**src/design/windowed_score_vote_smoother_defines.svh**
```systemverilog
// assertion macros for the windowed score vote smoother
`ifndef WINDOWED_SCORE_VOTE_SMOOTHER_DEFINES_SVH
`define WINDOWED_SCORE_VOTE_SMOOTHER_DEFINES_SVH

// same-cycle implication, disabled while reset is asserted
`define WSV_ASSERT_IMP(label, clk_i, rstn_i, ante, cons, msg) \
	label: assert property (@(posedge clk_i) disable iff (!rstn_i) (ante) |-> (cons)) \
		else $error(msg);

// next-cycle implication, disabled while reset is asserted
`define WSV_ASSERT_NXT(label, clk_i, rstn_i, ante, cons, msg) \
	label: assert property (@(posedge clk_i) disable iff (!rstn_i) (ante) |=> (cons)) \
		else $error(msg);

`endif

```
**src/design/wsv_pkg.sv**
```systemverilog
// shared constants, types and codes of the windowed score vote smoother
`timescale 1ns / 1ps

package wsv_pkg;

	// sizes of the class and window stores
	localparam int MAX_CLASSES     = 16;
	localparam int WINDOW_MAX      = 16;
	localparam int SCORE_WIDTH_DEF = 16;
	localparam int CLS_W           = $clog2(MAX_CLASSES);
	localparam int SLOT_W          = $clog2(WINDOW_MAX);
	localparam int RING_AW         = SLOT_W + CLS_W;
	localparam int RING_DEPTH      = 1 << RING_AW;
	localparam int TALLY_W         = SLOT_W + 1;

	// configuration registers
	localparam int CFG_IDX_W  = 2;
	localparam int CFG_DATA_W = 9;
	localparam int WIN_REG_W  = 5;
	localparam int CLS_REG_W  = 5;
	localparam int THR_W      = 9;
	localparam int WIN_RESET  = 15;
	localparam int CLS_RESET  = 16;
	localparam int THR_RESET  = 192;

	// average floor of -100.0 in q8.8 per frame, and vote fraction scale
	localparam int FLOOR_STEP  = 25600;
	localparam int FLOOR_W     = 20;
	localparam int VOTE_FRAC_W = 8;
	localparam int VOTE_W      = THR_W + WIN_REG_W;

	typedef enum logic [CFG_IDX_W-1:0] {
		CFG_WINDOW_LEN,
		CFG_CLASS_COUNT,
		CFG_VOTE_THRESHOLD
	} cfg_reg_t;

	typedef enum logic [3:0] {
		ST_IDLE,
		ST_UPD_DIFF,
		ST_UPD_SUM,
		ST_UPD_BEST,
		ST_VOTE,
		ST_SCAN,
		ST_RESULT,
		ST_RET_VOTE,
		ST_RET_SUM
	} state_t;

	typedef enum logic {
		ALU_ADD,
		ALU_SUB
	} alu_op_t;

	typedef struct packed {
		logic gt;
		logic eq;
	} alu_flags_t;

endpackage

```
**src/design/wsv_alu.sv**
```systemverilog
// shared signed add, subtract and compare unit
`timescale 1ns / 1ps

module wsv_alu #(
	parameter int WIDTH = 20
) (
	input  logic signed [WIDTH-1:0] a,
	input  logic signed [WIDTH-1:0] b,
	input  wsv_pkg::alu_op_t        op,
	output logic signed [WIDTH:0]   res,
	output wsv_pkg::alu_flags_t     flags
);

	localparam int RW = WIDTH + 1;

	logic signed [RW-1:0] a_ext;
	logic signed [RW-1:0] b_ext;

	assign a_ext = RW'(a);
	assign b_ext = RW'(b);

	// one extra bit so the difference never wraps
	always_comb begin
		case (op)
			wsv_pkg::ALU_SUB: res = a_ext - b_ext;
			default:          res = a_ext + b_ext;
		endcase
	end

	// compare flags read off the difference
	assign flags.eq = (res == '0);
	assign flags.gt = !res[RW-1] && (res != '0);

endmodule

```
**config.mk**
```make
export PLATFORM = sky130hd
export DESIGN_NAME = wsv_alu
export DESIGN_NICKNAME = d
export VERILOG_FILES = /design/src/design/windowed_score_vote_smoother_defines.svh /design/src/design/wsv_pkg.sv /design/src/design/wsv_alu.sv
export SDC_FILE = /design/constraint.sdc
export NUM_CORES = 1
export LEC_CHECK = 0
export BUFFER_PORTS_ARGS = -buffer_cell sky130_fd_sc_hd__buf_2
export CAP_MARGIN = 20
export CORE_MARGIN = 1.5
export CORE_UTILIZATION = 50
export DETAILED_ROUTE_END_ITERATION = 10
export PLACE_DENSITY = 0.81
export SLEW_MARGIN = 15
export SYNTH_ARGS = -nofsm -noshare
export SYNTH_HDL_FRONTEND = slang
export SYNTH_SLANG_ARGS = --single-unit
export TNS_END_PERCENT = 5
```
**constraint.sdc**
```tcl
create_clock -name vclk -period 4.3
set_input_delay 0.215 -clock vclk [all_inputs]
set_output_delay 0.215 -clock vclk [all_outputs]
set_load 0.02 [all_outputs]
```
; ---- Word level (Yosys, flattened, before mapping)
; Cells that the tools add are included.
[word_totals]
regBits = 0
inputBits = 41
latchBits = 0
output_inout_bits = 23
elab_cells = 7
ram_bits = 0
romBits = 0
memories = 0
[op_classes]
n_reduce_logical = 4
n_eq_ne = 0
n_lt_le_gt_ge = 0
muxes = 1
shift = 0
multipliers = 0
div = 0
addsub = 2
bitwise_logic = 0
[ops]
columns = operator, count
row1 = adder 20 x 20 -> 21 bit, 1
row2 = logical NOT 21 bit, 1
row3 = two-way mux 21 bit, 1
row4 = nonzero test 21 bit, 1
row5 = subtractor 20 x 20 -> 21 bit, 1
row6 = logical AND 1 bit, 1
row7 = logical NOT 1 bit, 1

; ---- Logic depth before layout (Yosys ltp)
; Gate-level depths: netlist of the first run.
[logic_depth]
ltp_word = 4
ltp_mapped = 16
ltp_nobuf = 15

; ---- Least setup slack after synthesis of the first run
; OpenSTA, ideal clock, no wires.
[synth_timing]
path_type = input -> output
startpoint = in op
endpoint = out flags[1] (netlist name)
path_buffers = 2
arrival_time_ns = 3.546
path_slack_ns = 0.539
path_stages = 12
required_ns = 4.085
path_cell_list = clkbuf_1 > buf_1 > mux2i_1 > ha_1 > nor2b_1 > o2111a_1 > o2111a_1 > a2111oi_1 > nor4_1 > and4b_1 > nand4b_1 > o21ba_1
[synth_rtl]
columns = item, line_no
row1 = "start, declared", wsv_alu.sv:9  ; input wsv_pkg::alu_op_t op,
row2 = "end, declared", wsv_alu.sv:11  ; output wsv_pkg::alu_flags_t flags

==> results of run 1 <==
==> logic make-up (layout without fill, tap and decap cells) <==
family	Yosys count	count (layout)	share of synthesized area, %
multiplexers	1	1	0.5970
AND/OR/NAND/NOR	77	77	23.73
XOR/XNOR	34	34	19.10
adder cells (fa/ha/maj)	22	22	16.87
AO/OA/AOI/OAI	77	77	32.46
buffers and inverters	28	85	7.238
==> cells in the mapped netlist, drive strengths merged, types with 2 or more instances <==
cell type	instances	area, um^2
a21boi	2	15.02
a21o	4	32.53
a21oi	28	140.1
a31oi	4	25.02
a41oi	2	25.03
and2	2	12.51
and3	3	20.02
and4b	2	20.02
buf	5	35.02
clkbuf	2	7.510
ha	21	262.8
inv	21	78.83
nand2	19	71.32
nand4	4	25.02
nor2	20	75.07
nor3	12	65.06
nor3b	2	15.01
nor4	6	43.79
o2111a	2	22.52
o211ai	2	15.01
o21a	4	30.03
o21ai	15	75.07
o21ba	2	20.02
o21bai	2	15.01
o31ai	2	15.01
xnor2	26	242.7
xor2	8	77.58
==> how the worst min path moves through the flow <==
| stage | depth (start not counted) | start | slack [ns] | end |
|---|---|---|---|---|
| after CTS | 4 | b[0] | 0.86 | res[0] |
| after global routing | 4 | b[0] | 0.89 | res[0] |
| final | 4 | b[0] | 0.85 | res[0] |
| after global placement | 4 | b[0] | 0.86 | res[0] |
| after floorplan | 2 | b[0] | 0.62 | res[0] |
| after detailed placement | 4 | b[0] | 0.86 | res[0] |
==> cell usage in the layout, fill, tap and decap left out, types with 2 or more instances in the layout <==
| cell | synthesis | layout |
|---|---|---|
| o21ai_0 | 10 | 10 |
| o211ai_1 | 2 | 2 |
| o21bai_1 | 2 | 2 |
| and3_1 | 2 | 2 |
| nor4_1 | 5 | 5 |
| xnor2_2 | 2 | 2 |
| o2111a_1 | 2 | 2 |
| o21ba_1 | 2 | 2 |
| a21o_2 | 2 | 2 |
| a31oi_1 | 4 | 4 |
| xnor2_1 | 24 | 24 |
| ha_1 | 21 | 21 |
| o21a_1 | 4 | 4 |
| nor3b_1 | 2 | 2 |
| inv_1 | 21 | 21 |
| a21o_1 | 2 | 2 |
| and4b_1 | 2 | 2 |
| o31ai_1 | 2 | 2 |
| nor3_1 | 11 | 11 |
| nand2_1 | 19 | 19 |
| o21ai_1 | 5 | 5 |
| nand4_1 | 4 | 4 |
| xor2_1 | 7 | 7 |
| a21oi_1 | 28 | 28 |
| nor2_1 | 20 | 20 |
| and2_1 | 2 | 2 |
| buf_2 | 1 | 64 |
==> where the power goes <==
group,switching [mW],total [mW],internal [mW],leakage (nW)
registers,0,0,0,0
clock network,0,0,0,0
logic,0.319,0.520,0.201,0.969
total,0.319,0.520,0.201,0.969
==> per-layer routing <==
layer	track usage (%)	part of all wire, %	up-vias
li1	-	-	997
met1	34.85	49	834
met2	36.71	44	72
met3	0.4264	5.4	4
met4	3.106	0.90	0
met5	0	0	-
==> per-stage QoR <==
step	hold WS [ns]	setup WS (ns)	utilization, %	area (um^2)
detailed placement	0.8555	0.5443	64.24	2009
floorplan	0.6193	0.5387	-	1677
CTS	0.8568	0.5399	64.24	2009
global placement	0.8587	0.5942	64.24	2009
finish	0.8519	0.5379	64.24	2009
global route	0.8870	0.1799	64.24	2009
==> layout make-up <==
cell class | instances | area [um^2]
Tap cell | 44 | 55.05
Multi-Input combinational cell | 211 | 1555
Timing Repair Buffer | 64 | 320.3
Fill cell | 309 | 1119
Inverter | 21 | 78.83
==> impl_metrics.json, run 1 <==
{
  "cp-start-kind": "primary input",
  "p_total_mw": 0.5200,
  "place_inst": 340,
  "cp_top_family": "simple AND/OR/NAND/NOR gates",
  "antenna_found_initial": 0,
  "totalWireLength_um": 4225,
  "slew_violations": 0,
  "timing_hold_violations_final": 0,
  "drive_above_1_share_pct": 26.35,
  "crit_start": "b[4]",
  "yosys_warnings": 0,
  "hold_path.class": "in -> out",
  "end_kind": "output pin",
  "drt_iter0_drc": 111,
  "fp.dieW_um": 60.91,
  "routed_via_density": 5.609,
  "place.gp.congestion": 0.8948,
  "start_util_pct": 53.60,
  "cts_resized": 0,
  "endpoint": "flags[0]",
  "relSlewSlack_pct": 63.57,
  "synthCells": 239,
  "pwr_density_cell_nw_per_um2": 258.8,
  "grt_pass1_wl_um": 6734,
  "num_vias": 1907,
  "worst-path-stages": 15,
  "fin_crit_sh_pct": 87.49,
  "syn_area_um2": 1677,
  "path_cells": "buf_2 -> nor4_2 -> and2b_1 -> and4b_1 -> a31oi_1 -> xnor2_1 -> ha_1 -> nand4_1 -> or4b_1 -> nand3_1 -> xnor2_1 -> nor2_1 -> nand4b_1 -> nor3_1 -> buf_2",
  "seq_cells": 0,
  "setup_viol": 0,
  "max_freq_ghz": 0.2658,
  "critPathBufInv": 2,
  "dp_hpwl_um": 3682,
  "clkbuf_count": 0,
  "grt_pass1_vias": 1607,
  "synth.avg_cell_area_um2": 7.015,
  "num_antenna_cells": 0,
  "fp.dieH_um": 60.91,
  "drv_cap": 0,
  "ant_nets": 0,
  "portBuffers": 64,
  "syn_nets": 302,
  "instances_no_fill": 340,
  "drtPass1Iterations": 4,
  "max_stage_delay_ns": 0.58,
  "wire_per_inst_um": 12.43,
  "leakage_nw": 0.9687,
  "post-cts-setup-buffers": 0,
  "ios": 64,
  "cts_hold_buf": 0,
  "status": "finished, final reports clean",
  "grt_overflow": 0,
  "worstSetupPathType": "in -> out",
  "drc": 0,
  "ys_seq_area_share_pct": 0,
  "rsz0062_at_grt": "no",
  "path_max_fanout": 8,
  "critPathRequiredTime_ns": 4.09,
  "min_period_ns": 3.762,
  "core.rowCount": 20,
  "yosys.cell_types.count": 56,
  "ir_worst_vdd_v": 0.0001437,
  "die-area_um2": 3709,
  "grt_max_degree": 22,
  "crit_slowest_cell": "or4b_1",
  "grt_usage_pct": 22.86,
  "coreArea_um2": 3128,
  "fin_nets": 361,
  "tightest_slew_ns": 0.5451,
  "seqCellArea_um2": 0,
  "synthToLayoutAreaGrowth_pct": 19.85,
  "cp.arrival_ns": 3.55,
  "tns_ns": 0
}
No activity file was read; power rests on OpenSTA's default activity.
==> run 2, diff against run 1 <==
- CAP_MARGIN: 20 -> 25
- CORE_ASPECT_RATIO: not set -> 0.8
- CORE_MARGIN: 1.5 -> 2
==> run 2 against run 1 <==
Die area increased by 3.4%. Via count increased by 1.1%. Sequential share of layout area unchanged. Critical path depth unchanged. First-iteration DRC count increased by 100%. Routed wire length increased by 6.5%. Non-clock buffer count unchanged. Critical path type unchanged. Global-route usage increased by 1.2 points. Combinational power increased by 1%. Cell count decreased by 1.2%.
==> impl_metrics.json, run 2 (synthesized netlist as in run 1, its figures left out) <==
{
  "setup_viol": 0,
  "drc": 0,
  "placed_cell_area_um2": 2004,
  "layout_common_cells": "buf_2 (64), a21oi_1 (28), xnor2_1 (24)",
  "instances_no_fill": 336,
  "tns_ns": 0,
  "ir_worst_vdd_v": 0.0001146,
  "clkbuf_count": 0,
  "slew_violations": 0,
  "start_util_pct": 53.17,
  "dp_hpwl_um": 3939,
  "max_stage_delay_ns": 0.58,
  "grt_overflow": 0,
  "cts_hold_buf": 0,
  "post-cts-setup-buffers": 0,
  "path_max_fanout": 8,
  "crit_slowest_cell": "or4b_1",
  "place_ws_ns": 0.5273,
  "antenna_found_initial": 0,
  "seq_cells": 0,
  "fp.dieW_um": 68.74,
  "end_kind": "output pin",
  "grt_usage_pct": 24.01,
  "totalWireLength_um": 4499,
  "relSlewSlack_pct": 66.43,
  "fin_area_um2": 2004,
  "pwr_density_cell_nw_per_um2": 263.0,
  "drv_cap": 0,
  "portBuffers": 64,
  "grt_max_degree": 22,
  "path_cells": "buf_2 -> nor4_2 -> and2b_1 -> and4b_1 -> a31oi_1 -> xnor2_1 -> ha_1 -> nand4_1 -> or4b_1 -> nand3_1 -> xnor2_1 -> nor2_1 -> nand4b_1 -> nor3_1 -> buf_2",
  "die-area_um2": 3835,
  "fin_nets": 361,
  "ant_nets": 0,
  "fillers": 299,
  "wire_per_inst_um": 13.39,
  "place.gp.congestion": 0.9344,
  "leakage_nw": 0.9687,
  "cp-start-kind": "primary input",
  "cp_top_family": "simple AND/OR/NAND/NOR gates",
  "drt_iter0_drc": 222,
  "seqCellArea_um2": 0,
  "ios": 64,
  "drtPass1Iterations": 5,
  "coreArea_um2": 3153,
  "critPathBufInv": 2,
  "grt_pass1_wl_um": 7424,
  "tightest_slew_ns": 0.5022,
  "max_freq_ghz": 0.2618,
  "drive_above_1_share_pct": 26.35,
  "worstSetupPathType": "in -> out",
  "final_common_cell": "buf_2",
  "cp.arrival_ns": 3.60,
  "min_period_ns": 3.820,
  "cts_resized": 0,
  "rsz0062_at_grt": "no",
  "post-route-util_pct": 63.57,
  "hold_path.class": "in -> out",
  "grt_pass1_vias": 1645,
  "timing_hold_violations_final": 0,
  "num_vias": 1928,
  "routed_via_density": 5.738,
  "fin_crit_sh_pct": 88.84,
  "status": "finished, final reports clean",
  "num_antenna_cells": 0,
  "finalWorstSetupSlack_ns": 0.4800,
  "critPathRequiredTime_ns": 4.09,
  "fp.dieH_um": 55.80,
  "synthToLayoutAreaGrowth_pct": 19.55,
  "core.rowCount": 18,
  "place_inst": 336
}
[run 2: where the power goes]
group / internal, mW / total, mW / switching, mW
sequential: 0 / 0 / 0
clock: 0 / 0 / 0
combinational: 0.201 / 0.527 / 0.326
[run 2: worst paths after layout]
check / slack (ns) / cells past startpoint / from / end
setup / recovery: 0.48 / 15 / b[4] / flags[0]
hold / removal: 0.86 / 4 / b[0] / res[0]
[run 2: layer usage]
layer / part of all wire [%] / vias up / wire (um) / global-route usage (%)
met5: 0 / - / 0 / 0
met4: 1.4 / 0 / 65 / 3.081
met3: 7.0 / 10 / 317 / 2.024
met2: 42 / 81 / 1900 / 34.34
met1: 49 / 848 / 2215 / 39.12
li1: - / 989 / - / -
[run 2: area by class of cell]
| class | instances | area [um^2] | area share, % |
|---|---|---|---|
| multi-input combinational | 211 | 1555 | 77.59 |
| timing repair buffer | 64 | 320.3 | 15.98 |
| tap | 40 | 50.05 | 2.497 |
| inverter | 21 | 78.83 | 3.933 |
[run 2: stage by stage]
step | power (mW) | hold slack, ns
after floorplan | 0.3852 | 0.6193
after global placement | 0.5176 | 0.8569
after detailed placement | 0.5220 | 0.8614
after CTS | 0.5235 | 0.8628
after global routing | 0.5781 | 0.9001
final | 0.5271 | 0.8594
[run 2: worst min-delay path, stage by stage]
cell and delay, ns:
buf_2 0.11, ha_1 0.12, inv_1 0.05, buf_2 0.15
==> run 3, diff against run 2 <==
- clock period: 4.3 -> 4 ns (I/O delays scaled with it)
==> run 3 against run 2 <==
Routed wire length is 3.8% higher. Largest power group unchanged. Global-route usage fell by 0.20 points. Die area unchanged. Sequential cell count stayed put.
==> impl_metrics.json, run 3 (synthesized netlist as in run 1, its figures left out) <==
{
  "status": "finished, final reports clean",
  "min-delay-start": "b[0]",
  "totalWireLength_um": 4669,
  "num_antenna_cells": 0,
  "fin_nets": 363,
  "final_common_cell": "buf_2",
  "critPathRequiredTime_ns": 3.80,
  "whs_ns": 0.8360,
  "core.rowCount": 18,
  "grt_usage_pct": 23.81,
  "relSlewSlack_pct": 64.74,
  "die-area_um2": 3835,
  "ant_nets": 0,
  "rsz0062_at_grt": "no",
  "portBuffers": 64,
  "routed_via_density": 5.793,
  "dp_hpwl_um": 3979,
  "p_total_mw": 0.5786,
  "fillers": 287,
  "antenna_found_initial": 0,
  "synthToLayoutAreaGrowth_pct": 20.82,
  "drv_cap": 0,
  "coreArea_um2": 3153,
  "path_max_fanout": 6,
  "clkbuf_count": 0,
  "fp.dieW_um": 68.74,
  "multi_input_area_um2": 1562,
  "seqCellArea_um2": 0,
  "hold_path.class": "in -> out",
  "fp.dieH_um": 55.80,
  "drive_above_1_share_pct": 27.52,
  "min_period_ns": 3.689,
  "grt_overflow": 0,
  "cts_resized": 0,
  "cp.arrival_ns": 3.49,
  "post-cts-setup-buffers": 0,
  "drc": 0,
  "ios": 64,
  "num_vias": 1958,
  "grt_pass1_wl_um": 7514,
  "end_kind": "output pin",
  "start_util_pct": 53.17,
  "grt_max_degree": 22,
  "timing_hold_violations_final": 0,
  "layout_common_cells": "buf_2 (64), a21oi_1 (27), xnor2_1 (24)",
  "worstSetupPathType": "in -> out",
  "seq_cells": 0,
  "wire_per_inst_um": 13.81,
  "tns_ns": 0,
  "grt_pass1_vias": 1681,
  "fin_crit_sh_pct": 92.22,
  "max_freq_ghz": 0.2711,
  "slew_violations": 0,
  "ir_worst_vdd_v": 0.0001247,
  "leakage_nw": 0.9780,
  "cp-start-kind": "primary input",
  "cts_hold_buf": 0,
  "place.gp.congestion": 0.9310,
  "drt_iter0_drc": 254,
  "hold_depth": 4,
  "crit_start": "b[4]",
  "drtPass1Iterations": 4,
  "pwr_density_cell_nw_per_um2": 285.6,
  "setup_viol": 0,
  "tightest_slew_ns": 0.5276
}
-- run 3: cell count changes in the layout (fill, tap and decap cells not counted), sizes merged --
cell  before  now
buf       64   66
-- run 3: per-layer routing --
metal	routed length [um]	GRT usage [%]	vias to the layer above
met3	374	0.2024	6
met2	1982	36.13	93
met4	45	2.241	0
li1	-	-	994
met1	2266	38.39	865
met5	0	0	-
-- run 3: final cells by class --
cell class / count / area share, %
timing repair buffer: 66 / 16.55
tap: 40 / 2.471
inverter: 21 / 3.891
multi-input combinational: 211 / 77.08
-- run 3: power breakdown --
part	switching, mW	leakage, nW	internal [mW]	total, mW
registers	0	0	0	0
logic	0.358	0.978	0.220	0.579
clock network	0	0	0	0
-- run 3: worst max-delay path, stage by stage --
cell and delay (ns):
buf_2 0.12, nor4_2 0.30, and2b_1 0.21, and4b_1 0.30, a21oi_1 0.11, xnor2_1 0.15
ha_1 0.40, nand4_1 0.27, or4b_1 0.58, nand3_1 0.13, xnor2_1 0.09, nor2_1 0.11
nand4b_1 0.13, nor3_1 0.18, buf_2 0.19
-- run 3: through the flow --
stage          setup slack, ns  area [um^2]  util (%)  std cells
6_report                0.3113         2026     64.25        338
5_1_grt               0.007594         2026     64.25        338
4_1_cts                 0.3061         2019     64.05        338
3_5_place_dp            0.3026         2019     64.05        338
3_3_place_gp            0.3651         2019     64.05        338
2_1_floorplan           0.2687         1677         -        239
-- run 3: path summary, 6_finish.rpt --
path / endpoint / slack [ns]
setup / recovery: flags[0] / 0.31
hold / removal: res[0] / 0.84
